$ cat src/hdl/cdt_pkg.sv
`timescale 1ns / 1ps
package cdt_pkg;

	localparam int unsigned TICK_W = 16;
	localparam int unsigned CFG_IDX_W = 8;

	localparam logic [TICK_W-1:0] TPS_RESET = 16'd3000;

	localparam logic [CFG_IDX_W-1:0] CFG_TPS = 8'd0;
	localparam logic [CFG_IDX_W-1:0] CFG_FMT24 = 8'd1;

	localparam logic [2:0] TGT_CLK_H = 3'd0;
	localparam logic [2:0] TGT_CLK_M = 3'd1;
	localparam logic [2:0] TGT_CLK_S = 3'd2;
	localparam logic [2:0] TGT_TMR_H = 3'd3;
	localparam logic [2:0] TGT_TMR_M = 3'd4;
	localparam logic [2:0] TGT_TMR_S = 3'd5;

	localparam logic [1:0] UNIT_H = 2'd0;
	localparam logic [1:0] UNIT_M = 2'd1;
	localparam logic [1:0] UNIT_S = 2'd2;

	localparam logic [6:0] CLK_HMOD = 7'd24;
	localparam logic [6:0] TMR_HMOD = 7'd100;
	localparam logic [5:0] MS_MAX = 6'd59;
	localparam logic [4:0] NOON = 5'd12;

	typedef enum logic [2:0] {
		KIND_TICK,
		KIND_UP,
		KIND_DOWN,
		KIND_RUN,
		KIND_PAUSE,
		KIND_CLEAR
	} kind_t;

	typedef struct packed {
		logic [6:0] h;
		logic [5:0] m;
		logic [5:0] s;
	} hms_t;

	typedef struct packed {
		logic       expired;
		logic       running;
		logic [5:0] rem_s;
		logic [5:0] rem_m;
		logic [6:0] rem_h;
		logic [5:0] clk_s;
		logic [5:0] clk_m;
		logic       pm;
		logic [4:0] shown_h;
	} result_t;

	// step one unit of h:m:s up or down, carrying into the higher units
	function automatic hms_t step_chain(hms_t t, logic [6:0] hmod, logic [1:0] unit,
			logic up);
		hms_t r;
		logic carry;
		logic [7:0] h_inc;
		r = t;
		carry = 1'b1;
		h_inc = {1'b0, t.h} + 8'd1;
		if (unit >= UNIT_S) begin
			if (up) begin
				if (r.s >= MS_MAX) begin
					r.s = 6'd0;
				end else begin
					r.s = r.s + 6'd1;
					carry = 1'b0;
				end
			end else begin
				if (r.s == 6'd0 || r.s > MS_MAX) begin
					r.s = MS_MAX;
				end else begin
					r.s = r.s - 6'd1;
					carry = 1'b0;
				end
			end
		end
		if (unit >= UNIT_M && carry) begin
			if (up) begin
				if (r.m >= MS_MAX) begin
					r.m = 6'd0;
				end else begin
					r.m = r.m + 6'd1;
					carry = 1'b0;
				end
			end else begin
				if (r.m == 6'd0 || r.m > MS_MAX) begin
					r.m = MS_MAX;
				end else begin
					r.m = r.m - 6'd1;
					carry = 1'b0;
				end
			end
		end
		if (carry) begin
			if (up) begin
				r.h = (h_inc >= {1'b0, hmod}) ? 7'd0 : h_inc[6:0];
			end else begin
				r.h = (r.h == 7'd0 || r.h >= hmod) ? hmod - 7'd1 : r.h - 7'd1;
			end
		end
		return r;
	endfunction

endpackage

$ cat src/hdl/cdt_core.sv
`timescale 1ns / 1ps
module cdt_core import cdt_pkg::*; (
	input  logic                 clk,
	input  logic                 arst_n,
	input  logic                 cfg_we,
	input  logic [CFG_IDX_W-1:0] cfg_idx,
	input  logic [TICK_W-1:0]    cfg_wdata,
	input  logic                 in_fire,
	input  logic [2:0]           in_kind,
	input  logic [2:0]           in_target,
	output result_t              res
);

	logic [TICK_W-1:0] tps_q;
	logic              fmt24_q;
	logic [TICK_W-1:0] tick_q;
	hms_t              clk_q;
	hms_t              tmr_q;
	logic              active_q;

	logic [TICK_W-1:0] tick_d;
	hms_t              clk_d;
	hms_t              tmr_d;
	logic              active_d;
	logic              expired;
	logic [TICK_W:0]   tick_inc;
	logic [2:0]        tmr_unit;
	logic              tmr_zero;

	assign tick_inc = {1'b0, tick_q} + {{TICK_W{1'b0}}, 1'b1};
	assign tmr_unit = in_target - TGT_TMR_H;
	assign tmr_zero = (tmr_q == '0);

	always_comb begin
		tick_d = tick_q;
		clk_d = clk_q;
		tmr_d = tmr_q;
		active_d = active_q;
		expired = 1'b0;
		case (kind_t'(in_kind))
			KIND_TICK: begin
				if (tick_inc >= {1'b0, tps_q}) begin
					tick_d = '0;
					clk_d = step_chain(clk_q, CLK_HMOD, UNIT_S, 1'b1);
					if (active_q) begin
						if (tmr_zero) begin
							active_d = 1'b0;
							expired = 1'b1;
						end else begin
							tmr_d = step_chain(tmr_q, TMR_HMOD, UNIT_S, 1'b0);
						end
					end
				end else begin
					tick_d = tick_inc[TICK_W-1:0];
				end
			end
			KIND_UP, KIND_DOWN: begin
				if (in_target <= TGT_CLK_S) begin
					clk_d = step_chain(clk_q, CLK_HMOD, in_target[1:0],
						kind_t'(in_kind) == KIND_UP);
				end else if (in_target <= TGT_TMR_S) begin
					tmr_d = step_chain(tmr_q, TMR_HMOD, tmr_unit[1:0],
						kind_t'(in_kind) == KIND_UP);
				end
			end
			KIND_RUN: active_d = 1'b1;
			KIND_PAUSE: active_d = 1'b0;
			KIND_CLEAR: begin
				tmr_d = '0;
				active_d = 1'b0;
			end
			default: ;
		endcase
	end

	// result from the state after the event
	always_comb begin
		res.expired = expired;
		res.running = active_d;
		res.rem_s = tmr_d.s;
		res.rem_m = tmr_d.m;
		res.rem_h = tmr_d.h;
		res.clk_s = clk_d.s;
		res.clk_m = clk_d.m;
		res.pm = 1'b0;
		res.shown_h = clk_d.h[4:0];
		if (!fmt24_q) begin
			if (clk_d.h[4:0] == 5'd0) begin
				res.shown_h = NOON;
			end else if (clk_d.h[4:0] == NOON) begin
				res.pm = 1'b1;
			end else if (clk_d.h[4:0] > NOON) begin
				res.shown_h = clk_d.h[4:0] - NOON;
				res.pm = 1'b1;
			end
		end
	end

	always_ff @(posedge clk or negedge arst_n) begin
		if (!arst_n) begin
			tps_q <= TPS_RESET;
			fmt24_q <= 1'b1;
			tick_q <= '0;
			clk_q <= '0;
			tmr_q <= '0;
			active_q <= 1'b1;
		end else begin
			if (cfg_we) begin
				if (cfg_idx == CFG_TPS) begin
					tps_q <= cfg_wdata;
				end else if (cfg_idx == CFG_FMT24) begin
					fmt24_q <= cfg_wdata[0];
				end
			end
			if (in_fire) begin
				tick_q <= tick_d;
				clk_q <= clk_d;
				tmr_q <= tmr_d;
				active_q <= active_d;
			end
		end
	end

endmodule

$ cat src/hdl/cdt_out_buf.sv
`timescale 1ns / 1ps
module cdt_out_buf import cdt_pkg::*; (
	input  logic    clk,
	input  logic    arst_n,
	input  logic    push,
	input  result_t din,
	output logic    has_room,
	output logic    dout_valid,
	input  logic    pop,
	output result_t dout
);

	// two-entry buffer: head feeds the port, tail catches a transfer during a stall
	result_t    head_q;
	result_t    tail_q;
	logic [1:0] count_q;

	assign has_room = (count_q != 2'd2);
	assign dout_valid = (count_q != 2'd0);
	assign dout = head_q;

	always_ff @(posedge clk or negedge arst_n) begin
		if (!arst_n) begin
			count_q <= 2'd0;
		end else begin
			count_q <= count_q + {1'b0, push} - {1'b0, pop};
		end
	end

	always_ff @(posedge clk) begin
		if (pop) begin
			if (count_q == 2'd2) begin
				head_q <= tail_q;
			end else if (push) begin
				head_q <= din;
			end
		end else if (push) begin
			if (count_q == 2'd0) begin
				head_q <= din;
			end else begin
				tail_q <= din;
			end
		end
	end

endmodule

$ cat src/hdl/clock_and_countdown_timer_unit.sv
`timescale 1ns / 1ps
// Time-of-day clock (24-hour wrap) with a countdown timer of up to 99 hours. Every
// transfer on the s_ stream is one event (tick, adjust up or down, run, pause,
// clear) and yields exactly one m_ transfer with the clock and timer after that
// event. The carry and borrow chains settle in one pass from the state registers into
// a two-entry output buffer, so a new event is taken every cycle while m_tready keeps
// up, and input stalls only once two results wait.
// Registers: index 0 ticks per second (reset 3000), index 1 selects the 24-hour form
// (reset 1); other indexes are ignored. Write them only while the block is idle.
module clock_and_countdown_timer_unit import cdt_pkg::*; (
	input  logic                 clk,
	input  logic                 arst_n,
	input  logic                 s_tvalid,
	output logic                 s_tready,
	input  logic [7:0]           s_tdata,    // kind[2:0], target[5:3]
	output logic                 m_tvalid,
	input  logic                 m_tready,
	// shown_hours[4:0], pm_flag[5], clock_minutes[11:6], clock_seconds[17:12],
	// remaining_hours[24:18], remaining_minutes[30:25], remaining_seconds[36:31],
	// running_flag[37], expired_pulse[38]
	output logic [39:0]          m_tdata,
	input  logic                 cfg_valid,
	output logic                 cfg_ready,
	input  logic [CFG_IDX_W-1:0] cfg_index,
	input  logic [TICK_W-1:0]    cfg_data
);

	result_t res;
	result_t head;
	logic    in_fire;
	logic    out_fire;

	assign cfg_ready = 1'b1;
	assign in_fire = s_tvalid && s_tready;
	assign out_fire = m_tvalid && m_tready;

	cdt_core u_core (
		.clk       (clk),
		.arst_n    (arst_n),
		.cfg_we    (cfg_valid && cfg_ready),
		.cfg_idx   (cfg_index),
		.cfg_wdata (cfg_data),
		.in_fire   (in_fire),
		.in_kind   (s_tdata[2:0]),
		.in_target (s_tdata[5:3]),
		.res       (res)
	);

	cdt_out_buf u_out (
		.clk        (clk),
		.arst_n     (arst_n),
		.push       (in_fire),
		.din        (res),
		.has_room   (s_tready),
		.dout_valid (m_tvalid),
		.pop        (out_fire),
		.dout       (head)
	);

	assign m_tdata = {1'b0, head};

endmodule

$ cat config.mk
export PLATFORM = sky130hd
export DESIGN_NAME = clock_and_countdown_timer_unit
export DESIGN_NICKNAME = d
export VERILOG_FILES = /design/src/hdl/cdt_pkg.sv /design/src/hdl/cdt_core.sv /design/src/hdl/cdt_out_buf.sv /design/src/hdl/clock_and_countdown_timer_unit.sv
export SDC_FILE = /design/constraint.sdc
export NUM_CORES = 1
export LEC_CHECK = 0
export BUFFER_PORTS_ARGS = -buffer_cell sky130_fd_sc_hd__buf_4
export CAP_MARGIN = 5
export CELL_PAD_IN_SITES_DETAIL_PLACEMENT = 0
export CELL_PAD_IN_SITES_GLOBAL_PLACEMENT = 2
export CORE_MARGIN = 2
export CORE_UTILIZATION = 38
export CTS_CLUSTER_DIAMETER = 50
export DETAILED_ROUTE_END_ITERATION = 8
export GPL_ROUTABILITY_DRIVEN = 0
export PLACE_DENSITY = 0.92
export SETUP_SLACK_MARGIN = 0.3
export SLEW_MARGIN = 40
export SYNTH_ARGS = -nofsm -noshare
export SYNTH_HDL_FRONTEND = slang
export SYNTH_SLANG_ARGS = --single-unit
$ cat constraint.sdc
create_clock -name clk -period 5.6 [get_ports clk]
set_input_delay 1.12 -clock clk [delete_from_list [all_inputs] [get_ports clk]]
set_output_delay 1.12 -clock clk [all_outputs]
set_load 0.005 [all_outputs]
# After elaboration in Yosys (flattened, before gate mapping)
# Cells that the tools add are included.
# op_classes
magnitude_cmp	20
mux	99
bitwise_logic	3
eq_ne	13
n_reduce_logical	34
n_addsub	17
# ops
operator	count
two-way mux 39 bit	5
two-way mux 19 bit	7
two-way mux 6 bit	20
two-way mux 7 bit	10
case mux 19 bit (3 select lines)	1
two-way mux 1 bit	51
case mux 19 bit (2 select lines)	1
adder 6 x 1 -> 6 bit (second input constant)	4
greater-or-equal comparator 6 bit (second input constant)	4
> comparator 6 bit (second input constant)	4
logical NOT 6 bit	4
subtractor 6 x 1 -> 6 bit (second input constant)	4
logical NOT 19 bit	1
adder 16 x 1 -> 17 bit (second input constant)	1
greater-or-equal comparator 17 x 16 -> 1 bit	1
adder 7 x 1 -> 8 bit (second input constant)	2
two-way mux 16 bit	1
logical NOT 7 bit	2
subtractor 7 x 1 -> 7 bit (second input constant)	2
two-way mux 5 bit	2
nonzero test 2 bit	5
AND reduction 3 bit	3
equality test 8 x 1 -> 1 bit (second input constant)	1
greater-or-equal comparator 8 x 5 -> 1 bit (second input constant)	1
other kinds (30)	49
# word_totals
word_cells	216
register_bits	152
inputBits	37
out_inout_bits	43

# Logic depth before layout (Yosys ltp)
# Gate-level depths: netlist of the first run.
# logic_depth
ltp_word	23
mapped_depth	22
mapped_depth_nobuf	20

# Hierarchy
# Synthesis of the first run repeated with hierarchy kept, for this count alone.
# unflattened
hier_cells	1126
area_unflattened_um2	10343.7
# modules_own_cells
mod	seq_area_each_um2	cells_each	area_per_inst_um2	n_inst
cdt_core	1813.0	982	7305.8	1
cdt_out_buf	2392.3	138	3002.9	1
clock_and_countdown_timer_unit	0.0	6	35.0	1

# Worst setup path before layout of the first run
# OpenSTA, ideal clock, no wires.
# synth_timing
path_kind	register -> register
startpoint	register u_core.tick_q[0]
endpoint	register u_out.head_q, in the netlist u_out.dout[3], data pin
setup_slack_ns	0.883
stages_incl_launch_ff	22
t_arrival_ns	4.457
path_buffers	2
path_cell_list	dfrtp_1 and3_1 nand3_1 nor2_1 and3_1 clkbuf_1 nand3_1 xnor2_1 ha_1 o21ai_0 o21a_1 nor3b_1 o2111ai_1 o21a_1 or4b_1 and4_4 buf_6 ha_1 or2_2 a2111oi_4 nor3_2 mux2_4
# synth_rtl
item	line_no	source
start, declared	cdt_core.sv:16	logic [TICK_W-1:0] tick_q;
start signal, assigned	cdt_core.sv:116	tick_q <= tick_d;
end signal, assigned	cdt_out_buf.sv:33	head_q <= tail_q;
end signal, assigned	cdt_out_buf.sv:35	head_q <= din;
end signal, assigned	cdt_out_buf.sv:39	head_q <= din;
end, declared	cdt_out_buf.sv:14	result_t head_q;

==> impl_metrics.toml, run 1 <==
[outcome]
run_status = "finished clean"

[sta]
slew-limit-headroom_pct = 52.0
final_number_of_setup_violating_endpoints = 0
max_freq_mhz = 198
fin_tns_setup_ns = 0
hold_ws_ns = 0.499
final_hold_viol_count = 0
clock-skew-final_ns = 0.0160
layout_worst_path_cycle_share_pct = 90.1
fin_crit_ns = 5.04
rsz0062_at_grt = "no"
timing_worst_slew_pin_value_ns = 0.712
drv_slew = 0

[floorplan]
core_area_um2 = 26700
floorplan.initialDensity_pct = 38.3
floorplan.die.width_um = 168
chipHeight_um = 168
io-pin-count = 80
number_of_rows_created_at_floorplan = 60
floorplan.die_area_um2 = 28300

[pwr]
total_leakage_power_uw = 0.00483
vdd_ir_drop_max_v = 0.000190
power_per_cell_area_nw_per_um2 = 473

[run]
number_of_violations_of_the_max_capacitance_limit = 0

[hold_path]
worstHoldPathType = "in2async"

[logic_synthesis]
synth.yosys.seq_area_share_pct = 41.1
ys_async_sr_fraction_pct = 48.7
ys_warns = 0
count_of_different_cell_masters_after_synthesis = 99
yosys.area.top_type_share_pct = 22.9
post_synth.cell_area_avg_um2 = 8.58
mappedNetlistNets = 1269
synth_enable_flop_cells = 78
synth.ff_latch_count = 152
synth_largest_area_cell = "sky130_fd_sc_hd__edfxtp_1"
yosys-top-cells-count = "sky130_fd_sc_hd__nand2_1, sky130_fd_sc_hd__nor2_1, sky130_fd_sc_hd__o21ai_0, sky130_fd_sc_hd__a21oi_1, sky130_fd_sc_hd__edfxtp_1"
ys_dominant_reg_cell = "sky130_fd_sc_hd__edfxtp_1"
synth_top_cells_by_area = "sky130_fd_sc_hd__edfxtp_1, sky130_fd_sc_hd__dfrtp_1, sky130_fd_sc_hd__nand2_1, sky130_fd_sc_hd__o21ai_0, sky130_fd_sc_hd__ha_1"
synthCells = 1193
mappedNetlistArea_um2 = 10200
synth_most_common_cell = "sky130_fd_sc_hd__nand2_1"

[clocking]
cts_tree = "built"
source_to_sink_clock_delay_at_the_later_pin_of_the_worst_skew_pair_ns = 0.44
numClockSinks = 152
max-clock-path-buffers = 2
clock_input_transition_at_the_sequential_cells_of_the_worst_setup_and_hold_paths_ns = 0.08
cts_hold_repair.buffers = 0
cts-htree-levels = 4
cts_buffers = 17
cts_root_buffer = "sky130_fd_sc_hd__clkbuf_16"

[global_route]
grt_max_degree = 68
grt_pass1_wl_um = 46400
grt_antenna_before_repair = 2
first_global_vias = 8474
gr-usage-all-layers_pct = 20.4
globalRoute.totalOverflow = 0

[setup_path]
timing.critical_path.from_type = "register"
critPathSlowestCell = "sky130_fd_sc_hd__dfrtp_1"
path_class = "reg2reg"
cp_cell_sequence = "and3_1 > nand3_1 > nor2_1 > and3_1 > and3_1 > nand3_1 > xnor2_1 > ha_1 > a41o_1 > or2_2 > o21ai_0 > nand3_1 > and4_4 > ha_1 > or2_2 > a2111oi_4 > nor3_2 > mux2_4"
crit_path_capture_type = "register"
timing.critical_path.required_ns = 5.79
critical_path_arrival_ns = 5.23
regToRegSetupSlack_ns = 0.56
timing.critical_path.fanout_max = 8
timing.critical_path.slowest_cell_delay_ns = 0.44

[detailed_routing]
drt-pass1-iter-count = 5
drt_drc_violations_left = 0
met2WireLength_um = 12800
wirelength_um = 28500
vias_per_cell = 5.71
route.detailed.wl_per_inst_um = 18.0
route.layer.met1.wl_um = 13900
num_vias = 9031
detail_route.iter0.violations = 629
highest_signal_layer = "met4"
met3_wirelength_um = 1360
ant_nets = 0

[finish]
num-nets-final = 1302
instances_no_fill = 1582
area.growth.synth_to_final_pct = 14.1
final_layout_size_suffix_gt1_share_pct = 16.3

[placed_design]
number_of_buffer_cells_added_on_primary_ports = 75
place.detailed.instances = 1548
hpwlAfterDp_um = 19200
==> per-stage QoR <==
step	setup WS [ns]	utilization, %	cell area [µm²]	total power, µW
2_1_floorplan	0.883	-	10200	3600
3_3_place_gp	0.627	41.5	11100	4280
3_5_place_dp	0.595	41.5	11100	4330
4_1_cts	0.553	43.7	11700	5520
5_1_grt	0.303	43.7	11700	5960
6_report	0.556	43.7	11700	5520
==> kinds of logic after synthesis <==
group / after synthesis / share of synthesized area, %
buffers and inverters: 138 / 5.41
muxes: 26 / 2.85
and+or+nand+nor: 454 / 20.9
other: 2 / 0.0733
DFF: 152 / 41.1
AOI/OAI and AO/OA: 356 / 22.7
adders and majority gates: 39 / 4.77
xor gates and xnor gates: 26 / 2.22
==> cell usage in the layout, fill, tap and decap left out, types with 7 or more instances in the layout <==
cell type                   Yosys  final
sky130_fd_sc_hd__o221ai_1       9      9
sky130_fd_sc_hd__and3_1        18     17
sky130_fd_sc_hd__a21oi_1       78     78
sky130_fd_sc_hd__nor2_1       118    117
sky130_fd_sc_hd__edfxtp_1      78     78
sky130_fd_sc_hd__inv_1         53     53
sky130_fd_sc_hd__and2_1         8      8
sky130_fd_sc_hd__a31oi_1       23     23
sky130_fd_sc_hd__clkbuf_16      0     17
sky130_fd_sc_hd__nand2_1      168    168
sky130_fd_sc_hd__dfrtp_1       65     65
sky130_fd_sc_hd__nand4_1        9      9
sky130_fd_sc_hd__mux2_2        21     21
sky130_fd_sc_hd__dfstp_2        9      9
sky130_fd_sc_hd__a211oi_1      14     14
sky130_fd_sc_hd__or2_2         10     10
sky130_fd_sc_hd__a21o_1         7      7
sky130_fd_sc_hd__nand3_1       47     46
sky130_fd_sc_hd__xnor2_1       20     20
sky130_fd_sc_hd__or3_1          9      9
sky130_fd_sc_hd__o211ai_1      11     11
sky130_fd_sc_hd__nor3_1        22     22
sky130_fd_sc_hd__o22ai_1        7      7
sky130_fd_sc_hd__ha_1          39     38
sky130_fd_sc_hd__buf_4          4     97
sky130_fd_sc_hd__o21ai_0      114    113
sky130_fd_sc_hd__o31ai_1       15     15
==> layer usage <==
layer  vias to the layer above  global-route usage (%)
met5                         -                       0
met4                         0                    6.07
met3                        31                    3.24
met2                       253                    31.8
met1                      4324                    29.4
li1                       4423                       -
==> area by class of cell <==
class / instances / area, µm²
Tap cell: 341 / 427
Fill cell: 2641 / 15000
Clock inverter: 15 / 159
Antenna cell: 2 / 5.00
Timing Repair Buffer: 98 / 739
Clock buffer: 17 / 425
Multi-Input combinational cell: 903 / 5520
Inverter: 54 / 203
Sequential cell: 152 / 4210
==> final timing paths <==
kind | start | to | cells past startpoint
max | u_core.tick_q[0] | u_out.dout[3] | 18
min | arst_n | u_core.tmr_q[15] | 1
max reg2reg | u_core.tick_q[0] | u_out.dout[3] | 18
min reg2reg | u_core.tps_q[9] | u_core.tps_q[9] | 2
max in group asynchronous | arst_n | u_core.clk_q[13] | 2
min in group clk | u_core.tps_q[9] | u_core.tps_q[9] | 2
==> critical path, delay by kind of cell, from the launching register on <==
kind	cells	cell delay, ns
multiplexers	1	0.26
adder cells (fa/ha/maj)	2	0.62
XOR/XNOR	1	0.23
AO/OA/AOI/OAI	3	0.99
AND/OR/NAND/NOR	11	2.24
flip-flops	1	0.44
==> flip-flops by register name (all words and copies together), names as in the netlist, 2 cells and up <==
signal / cells
u_core.tick_q: 16
u_core.tps_q: 16
u_out.count_q: 2
u_out.dout: 39
u_out.tail_q: 39
u_core.tmr_q: 19
u_core.clk_q: 19
==> power breakdown <==
part	switching, µW	internal (µW)	total (µW)
Clock	555	631	1190
Combinational	1370	977	2340
Sequential	400	1590	1990
Total	2320	3200	5520
==> repair_timing <==
action / CTS / global route
setup endpoints to repair: 0 / 1
setup buffers: 0 / 0
gates resized for setup: 0 / 1
(Power assumes the default switching activity.)
==> run 2, diff against run 1 <==
--- a/config.mk
+++ b/config.mk
@@ -8,8 +8,8 @@
 export BUFFER_PORTS_ARGS = -buffer_cell sky130_fd_sc_hd__buf_4
 export CAP_MARGIN = 5
-export CELL_PAD_IN_SITES_DETAIL_PLACEMENT = 0
-export CELL_PAD_IN_SITES_GLOBAL_PLACEMENT = 2
+export CELL_PAD_IN_SITES_DETAIL_PLACEMENT = 1
+export CELL_PAD_IN_SITES_GLOBAL_PLACEMENT = 1
 export CORE_MARGIN = 2
-export CORE_UTILIZATION = 38
+export CORE_UTILIZATION = 47
 export CTS_CLUSTER_DIAMETER = 50
 export DETAILED_ROUTE_END_ITERATION = 8
==> constraint.sdc (replaced) <==
create_clock -name clk -period 5.6 [get_ports clk]
set_input_delay 0.28 -clock clk [delete_from_list [all_inputs] [get_ports clk]]
set_output_delay 0.28 -clock clk [all_outputs]
set_load 0.005 [all_outputs]
==> run 2 against run 1 <==
Largest power group unchanged. Clock power barely moved. Utilization grew 10 points. Combinational power rose by 4%. Fmax increased by 0.14%. Via count increased by 5.5%. Sequential share of layout area grew 0.12 points. Critical path depth increased by 1. Global-route usage grew 7.3 points. Die area fell by 19%. Wire length up 8.6%. Count of clock-buffer cells in the layout is 4 higher. Highest routed layer unchanged.
==> impl_metrics.toml, run 2 (synthesis results as in run 1) <==
[detailed_routing]
drt_drc_violations_left = 0
met3_wirelength_um = 1830
met2WireLength_um = 15300
route.layer.met1.wl_um = 13100
drt-pass1-iter-count = 5
wirelength_um = 30900
vias_per_cell = 6.28
detail_route.iter0.violations = 529
ant_nets = 0
num_vias = 9532
route.detailed.wl_per_inst_um = 20.4
highest_signal_layer = "met4"

[clocking]
source_to_sink_clock_delay_at_the_later_pin_of_the_worst_skew_pair_ns = 0.44
cts_tree = "built"
clock_input_transition_at_the_sequential_cells_of_the_worst_setup_and_hold_paths_ns = 0.07
numClockSinks = 152
cts-htree-levels = 4
cts_buffers = 17
cts_root_buffer = "sky130_fd_sc_hd__clkbuf_16"
max-clock-path-buffers = 2

[setup_path]
timing.critical_path.fanout_max = 8
crit_path_capture_type = "register"
critical_path_arrival_ns = 5.23
timing.critical_path.required_ns = 5.79
timing.critical_path.from_type = "register"
path_class = "reg2reg"

[sta]
max_freq_mhz = 199
final_number_of_setup_violating_endpoints = 0
fin_tns_setup_ns = 0
rsz0062_at_grt = "no"
layout_worst_path_cycle_share_pct = 89.9
slew-limit-headroom_pct = 47.3
timing_worst_slew_pin_value_ns = 0.787
fin_crit_ns = 5.04
clock-skew-final_ns = 0.0130
drv_slew = 0
final_hold_viol_count = 0

[global_route]
grt_pass1_wl_um = 50200
globalRoute.totalOverflow = 0
grt_max_degree = 52
gr-usage-all-layers_pct = 27.8
first_global_vias = 9721
grt_antenna_before_repair = 0

[placed_design]
number_of_buffer_cells_added_on_primary_ports = 75
place.detailed.instances = 1483
dpl-instance-area_um2 = 11000
hpwlAfterDp_um = 20600

[floorplan]
floorplan.initialDensity_pct = 47.4
floorplan.die_area_um2 = 23000
number_of_rows_created_at_floorplan = 54
io-pin-count = 80
floorplan.die.width_um = 152
core_area_um2 = 21600
chipHeight_um = 152

[finish]
fillCellCount = 2568
multi_input_combinational_cell_area_um2 = 5560
final_layout_size_suffix_gt1_share_pct = 16.9
sequential_cell_area_um2 = 4210
instances_no_fill = 1519
antennaDiodeCount = 0
layout.cells.most_common_list = "sky130_fd_sc_hd__nand2_1, sky130_fd_sc_hd__nor2_1, sky130_fd_sc_hd__o21ai_0"
stdcell_area_um2 = 11600
area.growth.synth_to_final_pct = 13.8
num-nets-final = 1302
layout.core_utilization_pct = 53.9
layout_commonest_cell = "sky130_fd_sc_hd__nand2_1"

[run]
number_of_violations_of_the_max_capacitance_limit = 0

[pwr]
vdd_ir_drop_max_v = 0.000246
total_leakage_power_uw = 0.00486
power_per_cell_area_nw_per_um2 = 484

[outcome]
run_status = "finished clean"

[hold_path]
worstHoldPathType = "in2reg"
-- run 2: repair_timing --
action,in CTS,in global routing
setup endpoints to repair,0,1
hold buffers,1,0
endpoints found under the hold margin,22,0
resized for setup,0,9
buffers inserted,0,3
-- run 2: worst paths after layout --
kind                                       start                to  slack (ns)  cells after the start
worst max-delay path            u_core.tick_q[0]     u_out.dout[3]        0.56                     19
worst min-delay path                 cfg_data[2]   u_core.tps_q[2]        0.04                      3
worst max register to register  u_core.tick_q[0]     u_out.dout[3]        0.56                     19
worst min register to register   u_core.tps_q[4]   u_core.tps_q[4]        0.52                      2
max in group asynchronous                 arst_n  u_core.tick_q[0]        4.19                      3
min in group asynchronous                 arst_n   u_core.clk_q[1]        0.32                      2
-- run 2: area by class of cell --
| type | instances | area share (%) |
|---|---|---|
| well taps | 280 | 3.01 |
| flip-flops and latches | 152 | 36.1 |
| multi-input cells | 903 | 47.7 |
| clock inverters | 11 | 0.838 |
| clock buffers | 21 | 4.26 |
| repair buffers | 98 | 6.34 |
| inverters | 54 | 1.74 |
-- run 2: metrics by stage --
step / hold slack, ns / setup slack [ns] / total power, µW
final: 0.0374 / 0.563 / 5640
after global routing: 0.0423 / 0.264 / 6010
after CTS: 0.0317 / 0.377 / 5600
after detailed placement: 0.242 / 0.461 / 4380
after global placement: 0.228 / 0.694 / 4210
after floorplan: -0.0156 / 0.883 / 3600
-- run 2: metal layers --
layer  global-route usage (%)  up-vias
li1                         -     4392
met2                     48.2      318
met3                     4.64       71
met4                     9.07        0
met1                     35.3     4751
met5                        0        -
-- run 2: critical path, stage by stage, from the launching register on --
cell and delay, ns:
sky130_fd_sc_hd__dfrtp_2 0.43, sky130_fd_sc_hd__ha_4 0.18, sky130_fd_sc_hd__and4_4 0.26, sky130_fd_sc_hd__and2_1 0.15, sky130_fd_sc_hd__and3_2 0.23, sky130_fd_sc_hd__nand3_1 0.11
sky130_fd_sc_hd__xnor2_1 0.17, sky130_fd_sc_hd__ha_1 0.30, sky130_fd_sc_hd__o21ai_0 0.08, sky130_fd_sc_hd__o21a_1 0.21, sky130_fd_sc_hd__nor3b_2 0.19, sky130_fd_sc_hd__o2111ai_1 0.15
sky130_fd_sc_hd__o21a_1 0.20, sky130_fd_sc_hd__or4b_1 0.52, sky130_fd_sc_hd__and4_4 0.25, sky130_fd_sc_hd__ha_1 0.29, sky130_fd_sc_hd__or2_2 0.32, sky130_fd_sc_hd__a2111oi_4 0.38
sky130_fd_sc_hd__nor3_2 0.11, sky130_fd_sc_hd__mux2_4 0.27
-- run 2: where the power goes --
part / switching (µW) / internal, µW
clock network: 521 / 652
logic: 1450 / 992
registers: 422 / 1600
total: 2400 / 3240
==> run 3, diff against run 2 <==
- REMOVE_ABC_BUFFERS: default -> 1
==> run 3 against run 2 <==
Total power down 0.72%. Sequential power about the same. First-iteration DRC count up 55%. Clock skew down 0.00050 ns. Global-route usage up 0.92 points. Cell area down 0.97%. Clock power down 5%. Fmax up 0.24%. Die area unchanged. Critical endpoint unchanged. Highest routed layer unchanged.
==> impl_metrics.toml, run 3 (synthesis results as in run 1) <==
[outcome]
run_status = "finished clean"

[pwr]
power.share.combinational_pct = 44.0
seq_power_share_pct = 36.1
p_clk_share_pct = 19.8
vdd_ir_drop_max_v = 0.000219
switching_share_pct = 42.7
power.switching_uw = 2390
p_int_uw = 3200
total_leakage_power_uw = 0.00478
power_per_cell_area_nw_per_um2 = 485

[sta]
fin_crit_ns = 5.02
slew-limit-headroom_pct = 40.7
hold_ws_ns = 0.0415
drv_slew = 0
max_freq_mhz = 199
timing_worst_slew_pin_value_ns = 0.887
clock-skew-final_ns = 0.0124
final_hold_viol_count = 0
final_number_of_setup_violating_endpoints = 0
fin_tns_setup_ns = 0
rsz0062_at_grt = "no"
layout_worst_path_cycle_share_pct = 89.7

[detailed_routing]
vias_per_cell = 6.42
drt_drc_violations_left = 0
num_vias = 9710
wirelength_um = 32100
route.detailed.wl_per_inst_um = 21.2
drt-pass1-iter-count = 6
ant_nets = 0
detail_route.iter0.violations = 819

[global_route]
first_global_vias = 10036
grtUsageMet2_pct = 49.8
gr-usage-all-layers_pct = 28.7
grt_pass1_wl_um = 51600
globalRoute.totalOverflow = 0
met1_usage_pct = 34.8
grt_antenna_before_repair = 0
grt_max_degree = 75
global_route.usage.met3_pct = 4.67
gr-max-usage-layer = "met2"

[finish]
layout.cells.most_common_list = "sky130_fd_sc_hd__nand2_1, sky130_fd_sc_hd__nor2_1, sky130_fd_sc_hd__o21ai_0"
antennaDiodeCount = 0
area.growth.synth_to_final_pct = 12.7
stdcell_area_um2 = 11500
layout.core_utilization_pct = 53.4
instances_no_fill = 1513
multi_input_combinational_cell_area_um2 = 5530
final_layout_size_suffix_gt1_share_pct = 15.7
layout_commonest_cell = "sky130_fd_sc_hd__nand2_1"
fillCellCount = 2585
num-nets-final = 1296
sequential_cell_area_um2 = 4210

[clocking]
cts_tree = "built"
post_cts.repair.setup_buffers = 0
source_to_sink_clock_delay_at_the_later_pin_of_the_worst_skew_pair_ns = 0.45
clock_input_transition_at_the_sequential_cells_of_the_worst_setup_and_hold_paths_ns = 0.06
cts-htree-levels = 4
numClockSinks = 152
max-clock-path-buffers = 2
cts_root_buffer = "sky130_fd_sc_hd__clkbuf_16"
cts_buffers = 17

[setup_path]
crit_path_buf_inv_count = 0
crit_path_capture_type = "register"
timing.critical_path.from_type = "register"
timing.critical_path.slowest_cell_delay_ns = 0.50
timing.critical_path.required_ns = 5.80
path_class = "reg2reg"
critical_path_arrival_ns = 5.22
path_depth = 19
timing.reg2reg.worst_path_depth = 19
timing.critical_path.fanout_max = 8
critPathSlowestCell = "sky130_fd_sc_hd__or4b_1"
critical_path.top_delay_family = "simple AND/OR/NAND/NOR gates"
cp_cell_sequence = "ha_2 > and4_4 > and2_1 > and3_1 > nand3_1 > xnor2_1 > ha_1 > nand4_1 > nor2_1 > a41o_1 > a211oi_2 > o21a_1 > or4b_1 > and4_4 > ha_1 > or2_2 > a2111oi_4 > nor3_2 > mux2_4"

[placed_design]
number_of_buffer_cells_added_on_primary_ports = 75
hpwlAfterDp_um = 21300
place.detailed.instances = 1480
dpl-instance-area_um2 = 11000

[floorplan]
core_area_um2 = 21600
floorplan.die.width_um = 152
number_of_rows_created_at_floorplan = 54
chipHeight_um = 152
floorplan.initialDensity_pct = 47.4
floorplan.die_area_um2 = 23000
io-pin-count = 80

[hold_path]
hold_path_stages = 3
worstHoldPathType = "in2reg"

[run]
number_of_violations_of_the_max_capacitance_limit = 0
[run 3: cell types whose count changed in the layout (fill, tap and decap cells not counted), moves of 2 or more]
cell                         change
sky130_fd_sc_hd__buf_4           -7
sky130_fd_sc_hd__and3_1          +2
sky130_fd_sc_hd__inv_8           -3
sky130_fd_sc_hd__clkbuf_16       -2
sky130_fd_sc_hd__and3_2          -2
sky130_fd_sc_hd__clkbuf_1        +4
sky130_fd_sc_hd__clkinv_4        -2
sky130_fd_sc_hd__clkinvlp_4      +3
sky130_fd_sc_hd__clkinv_1        +2
sky130_fd_sc_hd__inv_6           -3
[run 3: layout make-up]
class / instances / area share [%]
clock buffers: 23 / 4.06
inverters: 54 / 1.76
multi-input cells: 903 / 48.0
clock inverters: 9 / 0.683
well taps: 280 / 3.04
flip-flops and latches: 152 / 36.5
repair buffers: 92 / 6.04
[run 3: final timing paths]
| path | from | to | slack [ns] |
|---|---|---|---|
| setup / recovery | u_core.tick_q[0] | u_out.dout[3] | 0.58 |
| hold / removal | cfg_data[3] | u_core.tps_q[3] | 0.04 |
| setup reg to reg | u_core.tick_q[0] | u_out.dout[3] | 0.58 |
| hold reg to reg | u_core.tps_q[4] | u_core.tps_q[4] | 0.51 |
| max in group asynchronous | arst_n | u_core.tick_q[0] | 4.59 |
| min in group asynchronous | arst_n | u_core.tps_q[0] | 0.46 |
[run 3: per-layer routing]
metal  routed length [µm]  up-vias  share of wire, %
li1                     -     4408                 -
met1                13000     4778                41
met2                15900      417                49
met3                 1950      107               6.1
met4                 1250        0               3.9
met5                    0        -                 0
[run 3: tightest hold or removal path: cells and delay by family]
family / cells / cell delay (ns)
AOI/OAI and AO/OA: 1 / 0.06
and+or+nand+nor: 1 / 0.04
buffers and inverters: 1 / 0.08
[run 3: stage by stage]
stage	power [µW]	worst slack, ns
detailed placement	4400	0.523
global placement	4230	0.705
finish	5600	0.575
CTS	5570	0.445
floorplan	3510	-0.0255
global route	5950	0.294
[run 3: what timing repair did]
action,CTS,global route
gates resized for setup,0,6
endpoints found under the hold margin,65,0
setup endpoints to repair,0,1
hold buffers,1,0
[run 3: power by group through the flow]
stage                     sequential (µW)  combinational (µW)  clock, µW
final                                2020                2460       1110
after detailed placement             2010                2390          0
after floorplan                      1920                1600          0
after global placement               1990                2240          0
after CTS                            2010                2440       1120
after global routing                 2070                2720       1160
